===== src/hw/rtl/mrtb_pkg.sv =====
// ----------------------------------------------------------------------------
// mrtb_pkg
// Shared types, codes and helpers of the memory read tracker with data bursts.
// ----------------------------------------------------------------------------
package mrtb_pkg;

   localparam int TRACKER_DEPTH = 16;
   localparam int ADDR_WIDTH    = 32;

   typedef logic [ADDR_WIDTH-1:0] addr_type;

   localparam logic [2:0] CMD_READ      = 3'd0;
   localparam logic [2:0] CMD_READ_EX   = 3'd1;
   localparam logic [2:0] CMD_DATA_RET  = 3'd2;
   localparam logic [2:0] CMD_WRITE     = 3'd3;

   localparam logic [1:0] KIND_NULL     = 2'd0;
   localparam logic [1:0] KIND_DATA     = 2'd1;
   localparam logic [1:0] KIND_OVERFLOW = 2'd2;

   localparam logic [1:0] CSR_READ_LATENCY = 2'd0;
   localparam logic [1:0] CSR_BURST_LENGTH = 2'd1;
   localparam logic [1:0] CSR_OWN_ID       = 2'd2;
   localparam logic [1:0] CSR_BROADCAST_ID = 2'd3;

   localparam logic [7:0] AGE_MAX    = 8'd255;
   localparam logic [5:0] COUNT_MAX  = 6'd63;
   localparam logic [6:0] BURST_MAX  = 7'd64;

   typedef enum logic [1:0] {
      OP_NONE   = 2'd0,
      OP_INSERT = 2'd1,
      OP_CANCEL = 2'd2,
      OP_AGE    = 2'd3
   } op_type;

   typedef struct packed {
      logic       valid;
      addr_type   addr;
      logic [3:0] id;
      logic [7:0] age;
   } entry_type;

   typedef struct packed {
      op_type     op;
      addr_type   addr;
      logic [3:0] id;
   } cell_cmd_type;

   typedef struct packed {
      logic       req_type;
      logic [2:0] command;
      addr_type   addr;
      logic [3:0] source_id;
      logic       lock;
   } item_type;

   function automatic addr_type to_addr(input logic [31:0] x);
      addr_type a;
      a = '0;
      for (int i = 0; i < ADDR_WIDTH; i++) begin
         if (i < 32) begin
            a[i] = x[i];
         end
      end
      return a;
   endfunction

   function automatic logic [31:0] from_addr(input addr_type a);
      logic [31:0] x;
      x = '0;
      for (int i = 0; i < 32; i++) begin
         if (i < ADDR_WIDTH) begin
            x[i] = a[i];
         end
      end
      return x;
   endfunction

endpackage


===== src/hw/rtl/mrtb_cell.sv =====
// ----------------------------------------------------------------------------
// mrtb_cell
// One tracker slot: holds an entry, ages it, takes a new read, and moves the
// entry of its upper neighbor down when a slot at or below it is removed.
// ----------------------------------------------------------------------------
module mrtb_cell (
   input  logic                  clock,
   input  logic                  reset,
   input  mrtb_pkg::cell_cmd_type cmd,
   input  logic                  prev_valid,
   input  logic                  shift_in,
   input  mrtb_pkg::entry_type   upper,
   output mrtb_pkg::entry_type   cur,
   output logic                  shift_out
);

   logic                valid_ff, valid_in;
   mrtb_pkg::addr_type  addr_ff, addr_in;
   logic [3:0]          id_ff, id_in;
   logic [7:0]          age_ff, age_in;
   logic                hit, ins;

   always_comb begin
      cur.valid = valid_ff;
      cur.addr  = addr_ff;
      cur.id    = id_ff;
      cur.age   = age_ff;
      if (cmd.op == mrtb_pkg::OP_AGE && age_ff != mrtb_pkg::AGE_MAX) begin
         cur.age = age_ff + 8'd1;
      end
   end

   assign hit       = (cmd.op == mrtb_pkg::OP_CANCEL) && valid_ff && (addr_ff == cmd.addr);
   assign shift_out = shift_in | hit;
   assign ins       = (cmd.op == mrtb_pkg::OP_INSERT) && !valid_ff && prev_valid;

   always_comb begin
      valid_in = cur.valid;
      addr_in  = cur.addr;
      id_in    = cur.id;
      age_in   = cur.age;
      priority if (shift_out) begin
         valid_in = upper.valid;
         addr_in  = upper.addr;
         id_in    = upper.id;
         age_in   = upper.age;
      end else if (ins) begin
         valid_in = 1'b1;
         addr_in  = cmd.addr;
         id_in    = cmd.id;
         age_in   = '0;
      end
   end

   always_ff @(posedge clock) begin
      if (reset) begin
         valid_ff <= 1'b0;
      end else begin
         valid_ff <= valid_in;
      end
   end

   always_ff @(posedge clock) begin
      addr_ff <= addr_in;
      id_ff   <= id_in;
      age_ff  <= age_in;
   end

endmodule


===== src/hw/rtl/mrtb_ctrl.sv =====
// ----------------------------------------------------------------------------
// mrtb_ctrl
// Configuration registers, burst sequencing, slot commands and result register.
// ----------------------------------------------------------------------------
module mrtb_ctrl (
   input  logic                   clock,
   input  logic                   reset,
   input  logic                   csr_we,
   input  logic [1:0]             csr_index,
   input  logic [7:0]             csr_wdata,
   input  logic                   exec,
   input  mrtb_pkg::item_type     item,
   input  mrtb_pkg::entry_type    head,
   input  logic                   full,
   output mrtb_pkg::cell_cmd_type cmd,
   output logic                   retire,
   output logic                   rsp_valid,
   output logic [1:0]             rsp_kind,
   output logic [3:0]             rsp_target_id,
   output logic [3:0]             rsp_source_out,
   output logic [31:0]            rsp_line_address_out
);

   logic [7:0]         read_latency_ff;
   logic [6:0]         burst_length_ff;
   logic [3:0]         own_id_ff, broadcast_id_ff;

   logic               bursting_ff, bursting_in;
   logic [5:0]         count_ff, count_in;
   mrtb_pkg::addr_type baddr_ff, baddr_in;
   logic [3:0]         bid_ff, bid_in;

   logic               rsp_valid_ff, rsp_valid_in;
   logic [1:0]         kind_ff, kind_in;
   logic [3:0]         target_ff, target_in;
   logic [3:0]         source_ff;
   logic [31:0]        addr_out_ff, addr_out_in;

   logic               is_read, is_cancel, bus_tick, final_tick;
   logic [6:0]         len;
   logic [5:0]         len_m1;

   assign is_read   = item.command == mrtb_pkg::CMD_READ ||
                      item.command == mrtb_pkg::CMD_READ_EX;
   assign is_cancel = item.command == mrtb_pkg::CMD_DATA_RET ||
                      item.command == mrtb_pkg::CMD_WRITE;
   assign bus_tick  = exec && item.req_type;

   always_comb begin
      len = burst_length_ff;
      if (burst_length_ff == 7'd0) begin
         len = 7'd1;
      end else if (burst_length_ff > mrtb_pkg::BURST_MAX) begin
         len = mrtb_pkg::BURST_MAX;
      end
   end

   assign len_m1     = 6'(len - 7'd1);
   assign final_tick = count_ff >= len_m1;

   always_comb begin
      cmd.op   = mrtb_pkg::OP_NONE;
      cmd.addr = item.addr;
      cmd.id   = item.source_id;
      if (exec) begin
         if (!item.req_type) begin
            if (is_read && !full) begin
               cmd.op = mrtb_pkg::OP_INSERT;
            end else if (is_cancel) begin
               cmd.op = mrtb_pkg::OP_CANCEL;
            end
         end else if (!bursting_ff) begin
            cmd.op = mrtb_pkg::OP_AGE;
         end
      end
   end

   assign retire = bus_tick && !bursting_ff && head.valid && (head.age >= read_latency_ff);

   always_comb begin
      bursting_in = bursting_ff;
      count_in    = count_ff;
      baddr_in    = baddr_ff;
      bid_in      = bid_ff;
      priority if (retire) begin
         bursting_in = 1'b1;
         count_in    = '0;
         baddr_in    = head.addr;
         bid_in      = head.id;
      end else if (bus_tick && bursting_ff) begin
         if (final_tick) begin
            bursting_in = 1'b0;
            count_in    = '0;
         end else if (item.lock && count_ff != mrtb_pkg::COUNT_MAX) begin
            count_in = count_ff + 6'd1;
         end
      end
   end

   always_comb begin
      rsp_valid_in = 1'b0;
      kind_in      = mrtb_pkg::KIND_NULL;
      target_in    = broadcast_id_ff;
      addr_out_in  = mrtb_pkg::from_addr(baddr_ff);
      priority if (exec && !item.req_type && is_read && full) begin
         rsp_valid_in = 1'b1;
         kind_in      = mrtb_pkg::KIND_OVERFLOW;
         target_in    = item.source_id;
         addr_out_in  = mrtb_pkg::from_addr(item.addr);
      end else if (bus_tick && bursting_ff) begin
         rsp_valid_in = 1'b1;
         if (final_tick) begin
            kind_in   = mrtb_pkg::KIND_DATA;
            target_in = bid_ff;
         end
      end
   end

   always_ff @(posedge clock) begin
      if (reset) begin
         read_latency_ff <= 8'd10;
         burst_length_ff <= 7'd4;
         own_id_ff       <= 4'd0;
         broadcast_id_ff <= 4'd15;
      end else if (csr_we) begin
         unique case (csr_index)
            mrtb_pkg::CSR_READ_LATENCY: read_latency_ff <= csr_wdata;
            mrtb_pkg::CSR_BURST_LENGTH: burst_length_ff <= csr_wdata[6:0];
            mrtb_pkg::CSR_OWN_ID:       own_id_ff       <= csr_wdata[3:0];
            mrtb_pkg::CSR_BROADCAST_ID: broadcast_id_ff <= csr_wdata[3:0];
         endcase
      end
   end

   always_ff @(posedge clock) begin
      if (reset) begin
         bursting_ff  <= 1'b0;
         count_ff     <= '0;
         baddr_ff     <= '0;
         bid_ff       <= '0;
         rsp_valid_ff <= 1'b0;
      end else begin
         bursting_ff  <= bursting_in;
         count_ff     <= count_in;
         baddr_ff     <= baddr_in;
         bid_ff       <= bid_in;
         rsp_valid_ff <= rsp_valid_in;
      end
   end

   always_ff @(posedge clock) begin
      kind_ff     <= kind_in;
      target_ff   <= target_in;
      source_ff   <= own_id_ff;
      addr_out_ff <= addr_out_in;
   end

   assign rsp_valid            = rsp_valid_ff;
   assign rsp_kind             = kind_ff;
   assign rsp_target_id        = target_ff;
   assign rsp_source_out       = source_ff;
   assign rsp_line_address_out = addr_out_ff;

endmodule


===== src/hw/rtl/memory_read_tracker_burst_top.sv =====
// ----------------------------------------------------------------------------
// memory_read_tracker_burst_top
// Memory side read tracker: logs reads in a row of slot cells kept in arrival
// order, cancels on data return or write, retires the head slot after the
// read latency and runs the data burst on bus ticks.
//
//   channel   ports                                     transfer
//   request   start, busy, req_*                        start && !busy
//   result    rsp_valid, rsp_*                          rsp_valid, one cycle
//   config    csr_we, csr_index, csr_wdata              csr_we
//
// an item is captured, then takes one update of the slot chain,
// whose removal ripple along the cells sets the cycle.
// the result appears in the cycle after the update, for one cycle.
// busy is high for the update cycle only; reset is synchronous and empties
// the tracker at once. no stall on the result side.
// ----------------------------------------------------------------------------
module memory_read_tracker_burst_top (
   input  logic        clock,
   input  logic        reset,
   input  logic        start,
   output logic        busy,
   input  logic        req_type,
   input  logic [2:0]  req_command,
   input  logic [31:0] req_line_address,
   input  logic [3:0]  req_source_id,
   input  logic        req_lock_granted,
   output logic        rsp_valid,
   output logic [1:0]  rsp_kind,
   output logic [3:0]  rsp_target_id,
   output logic [3:0]  rsp_source_out,
   output logic [31:0] rsp_line_address_out,
   input  logic        csr_we,
   input  logic [1:0]  csr_index,
   input  logic [7:0]  csr_wdata
);

   localparam int D = mrtb_pkg::TRACKER_DEPTH;

   logic                   pending_ff;
   mrtb_pkg::item_type     item_ff, item_in;
   mrtb_pkg::cell_cmd_type cmd;
   logic                   retire;
   mrtb_pkg::entry_type    ent   [D];
   logic                   shift [D];
   logic                   accept;

   assign accept = start && !pending_ff;
   assign busy   = pending_ff;

   always_comb begin
      item_in.req_type  = req_type;
      item_in.command   = req_command;
      item_in.addr      = mrtb_pkg::to_addr(req_line_address);
      item_in.source_id = req_source_id;
      item_in.lock      = req_lock_granted;
   end

   always_ff @(posedge clock) begin
      if (reset) begin
         pending_ff <= 1'b0;
      end else begin
         pending_ff <= accept;
      end
   end

   always_ff @(posedge clock) begin
      if (accept) begin
         item_ff <= item_in;
      end
   end

   for (genvar k = 0; k < D; k++) begin : g_cell
      logic                prev_v;
      logic                sh_in;
      mrtb_pkg::entry_type up;

      if (k == 0) begin : g_first
         assign prev_v = 1'b1;
         assign sh_in  = retire;
      end else begin : g_rest
         assign prev_v = ent[k-1].valid;
         assign sh_in  = shift[k-1];
      end

      if (k == D - 1) begin : g_last
         assign up = '0;
      end else begin : g_inner
         assign up = ent[k+1];
      end

      mrtb_cell u_cell (
         .clock      (clock),
         .reset      (reset),
         .cmd        (cmd),
         .prev_valid (prev_v),
         .shift_in   (sh_in),
         .upper      (up),
         .cur        (ent[k]),
         .shift_out  (shift[k])
      );
   end

   mrtb_ctrl u_ctrl (
      .clock                (clock),
      .reset                (reset),
      .csr_we               (csr_we),
      .csr_index            (csr_index),
      .csr_wdata            (csr_wdata),
      .exec                 (pending_ff),
      .item                 (item_ff),
      .head                 (ent[0]),
      .full                 (ent[D-1].valid),
      .cmd                  (cmd),
      .retire               (retire),
      .rsp_valid            (rsp_valid),
      .rsp_kind             (rsp_kind),
      .rsp_target_id        (rsp_target_id),
      .rsp_source_out       (rsp_source_out),
      .rsp_line_address_out (rsp_line_address_out)
   );

endmodule


===== config.mk =====
export PLATFORM = sky130hd
export DESIGN_NAME = memory_read_tracker_burst_top
export DESIGN_NICKNAME = d
export VERILOG_FILES = /design/src/hw/rtl/mrtb_pkg.sv /design/src/hw/rtl/mrtb_cell.sv /design/src/hw/rtl/mrtb_ctrl.sv /design/src/hw/rtl/memory_read_tracker_burst_top.sv
export SDC_FILE = /design/constraint.sdc
export NUM_CORES = 2
export LEC_CHECK = 0
export BUFFER_PORTS_ARGS = -buffer_cell sky130_fd_sc_hd__buf_4
export CORE_ASPECT_RATIO = 1.25
export CORE_UTILIZATION = 30
export CTS_CLUSTER_DIAMETER = 40
export DETAILED_ROUTE_END_ITERATION = 8
export HOLD_SLACK_MARGIN = 0.03
export PLACE_DENSITY = 0.42
export SYNTH_ARGS = -nofsm -noshare
export SYNTH_HDL_FRONTEND = slang
export SYNTH_SLANG_ARGS = --single-unit

===== constraint.sdc =====
create_clock -name clock -period 7.73 [get_ports clock]
set_input_delay 1.1595 -clock clock [delete_from_list [all_inputs] [get_ports clock]]
set_output_delay 1.1595 -clock clock [all_outputs]
set_load 0.1 [all_outputs]

==> results.cfg <==
[yosys]
synth_nets = 3720
syn_avg_cell_area_um2 = 11.9
yosysTopAreaCell = edfxtp_1
synth_fa_ha_area_share_pct = 0.923
yosys.cell_count.top_type = edfxtp_1
synthCells = 3633
yosysWarnings = 0
synth_cell_type_count = 66
synth_top_area_share_pct = 40.2
ys_ff_latch = 870
ys.flop_type = edfxtp_1
synthArstFlopShare_pct = 0
synth_area_leaders = edfxtp_1, dfxtp_1, mux2_2, xnor2_1, xor2_1
synth_compound_area_share_pct = 5.20
synthTopCellsByCount = edfxtp_1, xnor2_1, mux2_2, nand2_1, dfxtp_1
ys_seq_area_share_pct = 53.5
synth_edf_count = 580
synthSimpleGateAreaFrac_pct = 9.45
synth_top_family_by_area = multiplexers
muxShareOfSynthArea_pct = 15.2
netlist_area_mm2 = 0.0434
synthXorXnorAreaFrac_pct = 12.5

[route]
drc = 84
dr.pass1.iters = 7
via_per_inst = 4.63
drt_iter0_markers = 1182
num_vias = 26600
totalWireLength_mm = 117
post_drt_wl_per_cell_um = 20.4
antenna_left = 0

[layout]
fin_area_mm2 = 0.0516
drive_above_1_share_pct = 24.1
areaGrowthSynthToFinish_pct = 19.1
seqCellArea_mm2 = 0.0232
final_nets = 3795
multi_input_area_mm2 = 0.0189
n_fill_cell = 13900

[die]
start_util_pct = 30.3
num_io_pins = 99
dieArea_mm2 = 0.146
row_count = 155
die_h_um = 427
die_w_um = 342
core_mm2 = 0.143

[setup_path]
crit_path_max_fanout = 80
end_kind = register
worstPathRequired_ns = 8.13
ff2ff_path_depth = 16
cpLargestDelayFamily = simple AND/OR/NAND/NOR gates
criticalPathCategory = reg2reg
start_kind = register
path_depth = 16
critPathBufInv = 2
slowest_stage = or3b_4
path_cells = nand2_1 -> or2_2 -> a31oi_1 -> and3_1 -> and2_1 -> xor2_1 -> ha_1 -> nand4_1 -> nor2_1 -> a221oi_4 -> o21ai_4 -> buf_4 -> or3b_4 -> nand2b_2 -> buf_4 -> nand2b_2
cp.arrival_ns = 6.96
max_stage_delay_ns = 0.92

[clocking]
clk_pin_slew_ns = 0.05
cts_tree = yes
postCtsSetupBuffers = 0
clock-root-buffer = clkbuf_16
cts-root-to-sink-buffers = 3
insertion_delay_ns = 0.80
ctsHoldBuffers = 0
ctsResizeCount = 0
h-tree-depth = 4
cts-buffers-inserted = 162
cts.sinks = 870

[timing]
tightestPinTransition_ns = 1.15
finalSetupTns_ns = 0
slew_violations = 0
fin_crit_ns = 6.56
slew_headroom_pct = 22.9
fin_skew_ns = 0.0387
report.final.setup_viol = 0
hold_viol_final = 0
post-route-period-util_pct = 84.9
rsz0062_at_grt = no
clock.fmax_mhz = 152

[pwr]
power_frac_clock_pct = 53.2
p_seq_share_pct = 39.0
p_switching_mw = 3.36
ir_drop_v = 0.000228
finalPower_mw = 13.8
p_sw_share_pct = 24.4
p_comb_share_pct = 7.8
p_int_mw = 10.4
leakagePower_nw = 17.9
p_per_area_mw_per_mm2 = 267

[global_routing]
grt.overflow.total = 0
grt_usage_pct = 16.0
grt_antenna_before_repair = 0
grt_pass1_wl_mm = 175
grt_pass1_vias = 27900
grt_start_max_net_pins = 81

[place]
dpl-instance-area_mm2 = 0.0459
gp_congestion = 0.864
dp_hpwl_mm = 86.8
io_buffers = 97

[worst_hold_path]
min_path_cells = 0
hold_path_class = reg2reg

[run_status]
status = finished with violations
violations = design-rule violations

[job]
cap_viol_max_count = 0
layout by cell type, fill, tap and decap left out, types with 13 or more instances in the layout:
| master | instances |
|---|---|
| inv_1 | 49 |
| clkinvlp_4 | 13 |
| nand3_1 | 55 |
| clkbuf_1 | 34 |
| mux2_1 | 43 |
| clkinv_1 | 15 |
| nor2_1 | 122 |
| mux2i_1 | 96 |
| nand4_1 | 141 |
| dfxtp_1 | 290 |
| o21ai_0 | 164 |
| buf_4 | 172 |
| o2bb2ai_1 | 13 |
| bufinv_16 | 20 |
| xor2_1 | 178 |
| nand2_1 | 325 |
| clkinv_2 | 22 |
| mux2_2 | 390 |
| o31ai_1 | 14 |
| and2_1 | 15 |
| a31o_2 | 16 |
| and3_1 | 24 |
| a21oi_1 | 108 |
| mux2_4 | 49 |
| nor3_1 | 49 |
| xnor2_1 | 439 |
| nor4_1 | 47 |
| ha_1 | 32 |
| edfxtp_1 | 580 |
| clkbuf_16 | 165 |
power by group through the flow:
stage                     sequential, mW  combinational, mW  clock, mW
final                               5.38               1.08       7.34
after global routing                5.41               1.22       7.72
after CTS                           5.38               1.11       7.53
after detailed placement            5.47               1.10          0
after global placement              5.47               1.09          0
after floorplan                     5.41              0.819          0
stage by stage:
stage | util (%) | cells | setup WS, ns | hold slack, ns
after floorplan | - | 3633 | 2.02 | 0.331
after global placement | 32.1 | 5428 | 1.10 | 0.334
after detailed placement | 32.1 | 5428 | 1.09 | 0.342
after CTS | 36.1 | 5733 | 1.02 | 0.353
after global routing | 36.1 | 5733 | 0.546 | 0.359
final | 36.1 | 5734 | 1.17 | 0.352
state kept, by name, indices dropped and copies added (netlist names):
signal and cells:
u_ctrl.own_id_ff 4, u_ctrl.broadcast_id_ff 4, g_cell.u_cell.valid_ff 16, busy 1, g_cell.u_cell.addr_ff 512, g_cell.u_cell.age_ff 128, u_ctrl.bid_ff 4, u_ctrl.rsp_source_out 4
u_ctrl.burst_length_ff 7, u_ctrl.bursting_ff 1, item_ff 40, u_ctrl.baddr_ff 32, u_ctrl.rsp_line_address_out 32, u_ctrl.rsp_valid 1, u_ctrl.count_ff 6, g_cell.u_cell.id_ff 64
u_ctrl.read_latency_ff 8, u_ctrl.rsp_kind 2, u_ctrl.rsp_target_id 4
layer usage:
| layer | global-route usage, % | vias up | wire length (um) |
|---|---|---|---|
| met4 | 7.60 | 0 | 4800 |
| met5 | 0 | - | 0 |
| met2 | 30.2 | 427 | 62400 |
| met1 | 17.1 | 12700 | 46100 |
| met3 | 2.83 | 206 | 3530 |
| li1 | - | 13300 | - |
cell type report:
cell class | instances | share of cell area, %
flip-flops and latches | 870 | 45.0
multi-input cells | 2451 | 36.5
clock buffers | 211 | 8.56
well taps | 1884 | 4.57
repair buffers | 172 | 2.50
clock inverters | 94 | 2.48
inverters | 51 | 0.371
diodes | 1 | 0.00485
worst paths after layout:
| path | start | slack, ns | endpoint |
|---|---|---|---|
| max | busy | 1.17 | g_cell[3].u_cell.addr_ff[0] |
| min | u_ctrl.own_id_ff[3] | 0.35 | u_ctrl.rsp_source_out[3] |
| max reg2reg | busy | 1.17 | g_cell[3].u_cell.addr_ff[0] |
| min reg2reg | u_ctrl.own_id_ff[3] | 0.35 | u_ctrl.rsp_source_out[3] |
cell families (layout without fill, tap and decap cells):
family,Yosys count,after routing
flip-flops,870,870
buffers and inverters,312,528
multiplexers,578,578
adder cells (fa/ha/maj),32,32
AO/OA/AOI/OAI,378,378
AND/OR/NAND/NOR,846,846
other,0,1
XOR/XNOR,617,617
Power figures use the tool's default switching activity.
